**src/rtl/keyframe_track_sampler_defines.svh**
```systemverilog
// Assertion macros for the keyframe track sampler.
// Used by the top level; relies on clk and arst_n in the including scope.
`ifndef KEYFRAME_TRACK_SAMPLER_DEFINES_SVH
`define KEYFRAME_TRACK_SAMPLER_DEFINES_SVH

// Same-cycle implication, disabled during reset.
`define KTS_ASSERT_NOW(lbl, ante, cons, msg) \
	lbl: assert property (@(posedge clk) disable iff (!arst_n) (ante) |-> (cons)) else $error(msg);

// Next-cycle implication, disabled during reset.
`define KTS_ASSERT_NEXT(lbl, ante, cons, msg) \
	lbl: assert property (@(posedge clk) disable iff (!arst_n) (ante) |=> (cons)) else $error(msg);

`endif

```
**src/rtl/kts_step_unit.sv**
```systemverilog
// Shared compare-and-subtract step for the restoring modulo and divider.
// Depends on nothing but its operands.
`timescale 1ns / 1ps
module kts_step_unit (
	input  logic [32:0] cand,
	input  logic [31:0] divisor,
	output logic        ge,
	output logic [32:0] rem_out
);

	// Subtract the divisor when the candidate remainder reaches it.
	always_comb begin
		ge = (cand >= {1'b0, divisor});
		rem_out = ge ? (cand - {1'b0, divisor}) : cand;
	end

endmodule

```
**config.mk**
```make
export PLATFORM = sky130hd
export DESIGN_NAME = kts_step_unit
export DESIGN_NICKNAME = d
export VERILOG_FILES = /design/src/rtl/keyframe_track_sampler_defines.svh /design/src/rtl/kts_step_unit.sv
export SDC_FILE = /design/constraint.sdc
export NUM_CORES = 1
export LEC_CHECK = 0
export BUFFER_PORTS_ARGS = -buffer_cell sky130_fd_sc_hd__buf_2
export CORE_UTILIZATION = 46
export DETAILED_ROUTE_END_ITERATION = 10
export GPL_TIMING_DRIVEN = 0
export PLACE_DENSITY = 0.77
export SLEW_MARGIN = 25
export SYNTH_ARGS = -nofsm -noshare
export SYNTH_HDL_FRONTEND = slang
export SYNTH_SLANG_ARGS = --single-unit
```
**constraint.sdc**
```tcl
create_clock -name vclk -period 4.85
set_clock_uncertainty 0.2 [all_clocks]
set_input_delay 0.2425 -clock vclk [all_inputs]
set_output_delay 0.2425 -clock vclk [all_outputs]
set_load 0.01 [all_outputs]
```
# ---- Word-level counts from Yosys, hierarchy flattened
# Cells that the tools add are included.
dict set report word_totals {
  register_bits 0
  latchBits 0
  romBits 0
  out_inout_bits 34
  mem_bits_rw 0
  input_bits 65
  memories 0
}
dict set report op_classes {
  n_addsub 1
  magnitude_cmp 1
  bitwise_logic 0
  div_mod_pow 0
  shift 0
  reduce_logical 0
  mul 0
  eq_ne 0
  n_mux 1
}
# cell count
set op_table {}
lappend op_table {{33-bit by 32-bit >= comparator with 1-bit output} 1}
lappend op_table {{33-bit 2-to-1 mux} 1}
lappend op_table {{33-bit by 32-bit subtractor with 33-bit output} 1}

# ---- Longest topological paths before layout
dict set report depth {
  depth_word 2
  depth_mapped 13
  ltp_nobuf 11
}

# ---- Worst setup path before layout
# No wires, ideal clock.
dict set report synth_timing {
  kind {input-to-output}
  start {input divisor[6]}
  end {output rem_out[30]}
  path_slack_ns 2.099
  arrival_time_ns 2.309
  required_ns 4.408
  n_path_buf 2
  path_stages 11
  cell_sequence {inv_1 ha_1 buf_2 a2111o_1 o211ai_2 a21o_1 nand4_1 nand2_2 inv_2 buf_6 a311oi_1}
}
dict set report synth_between {
  elab_chain_len 2
  word_cells_on_any_way 3
  cone_classes {add/sub: 1; order compare: 1; mux: 1}
}
# element line_no
set synth_lines {}
lappend synth_lines {{start, declared} kts_step_unit.sv:6} ;# input logic [31:0] divisor,
lappend synth_lines {{33-bit by 32-bit subtractor with 33-bit output / 33-bit by 32-bit >= comparator with 1-bit output (equally long branches)} {kts_step_unit.sv:14, kts_step_unit.sv:13}}
lappend synth_lines {{33-bit 2-to-1 mux (*)} kts_step_unit.sv:14} ;# rem_out = ge ? (cand - {1'b0, divisor}) : cand;
lappend synth_lines {{end, declared} kts_step_unit.sv:8} ;# output logic [32:0] rem_out
# Mark *: on every way between the ends. The rest lies on a longest branch, timed or not.

# ---- Worst setup path after layout
dict set report layout_timing {
  start {input cand[16]}
  end {output rem_out[15]}
}
dict set report layout_between {
  elab_chain_len 2
}
# element line_no
set layout_lines {}
lappend layout_lines {{start, declared} kts_step_unit.sv:5} ;# input logic [32:0] cand,
lappend layout_lines {{33-bit by 32-bit >= comparator with 1-bit output} kts_step_unit.sv:13} ;# ge = (cand >= {1'b0, divisor});
lappend layout_lines {{33-bit 2-to-1 mux} kts_step_unit.sv:14}
# No other way between the ends.

==> run_results.csv <==
group,metric,value,unit
status,status,"complete, no violations",
drt,vias,2933,
grt,grt_pass1_wl,11200,µm
finish,seq_cell_count,0,
logic_synthesis,synth_top_area_cell,"ha_1",
drt,avgViaCountPerCell,5.50,
finish,final_cell_mix,"106 x buf_2, 41 x a21oi_1, 36 x inv_1, 34 x nand2_1, 33 x nor2_1",
floorplan,io_pins,99,
floorplan,floorplan.die.width,73.9,µm
critical_path,critPathMaxStageDelay,440,ps
placed_design,place_congestion,0.904,
sta,finalSetupViolations,0,
logic_synthesis,synth.distinct_cells,58,
sta,slew_headroom,66.2,%
floorplan,die_h,73.9,µm
logic_synthesis,ys_seq_area_share,0,%
logic_synthesis,synthTopCellsByArea,"ha_1 17%, a21oi_1 8.6%, a21o_1 6.9%",
placed_design,post-place-ws,1480,ps
critical_path,worstPathRequired,4410,ps
logic_synthesis,syn-num-nets,465,
hold_path,hold_path_class,"input pin to output pin",
critical_path,slowest_stage,"clkbuf_1",
sta,max_freq,294,MHz
finish,final_common_cell,"buf_2",
finish,stdcell_count,533,
floorplan,rows,25,
critical_path,critPathArrivalTime,2960,ps
sta,layout_setup_ws,1450,ps
cts,cts_setup_buffers,0,
critical_path,endpoint_kind,"output pin",
grt,grt.total_usage,25.2,%
grt,grt_start_max_net_pins,11,
sta,finalSetupTns,0,ps
sta,rsz0062_at_grt,"false",
cts,cts_hold_buffers,0,
critical_path,cp_cell_sequence,"buf_2 -> ha_1 -> buf_2 -> a21o_1 -> o21bai_1 -> nor2b_1 -> a211oi_2 -> nand4_1 -> nand2_2 -> clkbuf_1 -> o21ai_0 -> buf_2",
logic_synthesis,syn_avg_cell_area,6.48,µm²
drt,wl,7100,µm
placed_design,hpwl,5870,µm
drt,wl_per_cell,13.3,µm
floorplan,die-area,5460,µm²
logic_synthesis,yosys_warnings,0,
drt,first_pass_iters,4,
cts,ctsResizeCount,0,
critical_path,crit_top_cell,"buf_2",
grt,grt_remaining_overflow,0,
placed_design,dpl.cell_count,533,
sta,worst_pin_slew,507,ps
logic_synthesis,yosys.area.top_type_share,16.8,%
floorplan,core_area,4850,µm²
critical_path,path_class,"input pin to output pin",
placed_design,port_buffers,99,
run,maxCapViolCount,0,
critical_path,critPathMaxFanout,10,
finish,diodes,0,
floorplan,start_util,49.1,%
finish,drive_gt1_share,25.5,%
sta,period_share,70.2,%
power_and_ir_drop,powerDensity,170,nW/µm²
power_and_ir_drop,leakagePower,0.00161,µW
logic_synthesis,syn_inst,367,
drt,drt_iter0_drc,180,
finish,fin_nets,566,
critical_path,start_kind,"input pin",
logic_synthesis,syn_area,2380,µm²
power_and_ir_drop,peakVddDrop,85.6,µV
sta,slew_viol_final,0,
finish,area_delta_synth_final,24.4,%
finish,clkbuf_count,0,
grt,antenna_found_initial,0,
drt,drc,0,
finish,seq_area,0,µm²
finish,fin_util,61.0,%
grt,first_global_vias,2549,
sta,period_needed,3400,ps
drt,antenna_left,0,
sta,finalHoldViolations,0,
## through the flow
| stage | cell area [µm²] | power (µW) | hold slack, ps |
|---|---|---|---|
| after global routing | 2960 | 554 | 618 |
| after global placement | 2960 | 494 | 585 |
| after detailed placement | 2960 | 497 | 593 |
| after floorplan | 2380 | 338 | 408 |
| after CTS | 2960 | 500 | 598 |
| final | 2960 | 502 | 591 |
## cells in the mapped netlist (all sizes together) (2+ instances only)
| cell | n |
|---|---|
| o41ai | 2 |
| nand3 | 6 |
| a21oi | 42 |
| a311oi | 3 |
| xnor2 | 14 |
| clkbuf | 5 |
| nor3 | 3 |
| nor4 | 2 |
| xor2 | 13 |
| and2 | 5 |
| a211oi | 9 |
| nor2 | 33 |
| o21ba | 2 |
| o31ai | 2 |
| o21bai | 5 |
| inv | 37 |
| buf | 9 |
| nand2 | 36 |
| nand4 | 5 |
| nand2b | 7 |
| mux2 | 2 |
| o21ai | 28 |
| a21o | 22 |
| ha | 32 |
| o211ai | 5 |
| nor2b | 6 |
| a211o | 2 |
| o21a | 5 |
| and3 | 6 |
| a21boi | 3 |
## report_power, final
part / internal (µW) / switching [µW] / total (µW)
registers: 0 / 0 / 0
clock network: 0 / 0 / 0
logic: 215 / 287 / 502
total: 215 / 287 / 502
## worst max-delay path, delay by kind of cell
kind	cells	cell delay [ps]
fa+ha+maj	1	270
simple gates	3	610
compound gates	4	920
buf+inv	4	910
## cell families (layout without fill, tap and decap cells)
group                    count (synthesis)  after routing  synth area share, %
AO/OA/AOI/OAI                          138            138                 38.8
adder cells (fa/ha/maj)                 33             33                 17.7
multiplexers                             2              2                 1.10
buffers and inverters                   51            150                 9.05
XOR/XNOR                                27             27                 9.94
AND/OR/NAND/NOR                        116            116                 23.5
## worst paths after layout
| check | from | endpoint | slack, ps | depth (start not counted) |
|---|---|---|---|---|
| setup / recovery | cand[16] | rem_out[15] | 1450 | 12 |
| hold / removal | cand[0] | rem_out[0] | 590 | 4 |
## layer usage
metal	global-route usage (%)	part of all wire, %
met3	0.549	6.2
met1	34.6	45
met5	0	0
met4	3.42	0.89
met2	44.8	48
## final cells by class
cell class         count  area [µm²]
inverters             37         139
repair buffers        99         495
fillers              476        1890
well taps             67        83.8
plain buffers         14        76.3
multi-input cells    316        2160
(Power assumes the default switching activity.)
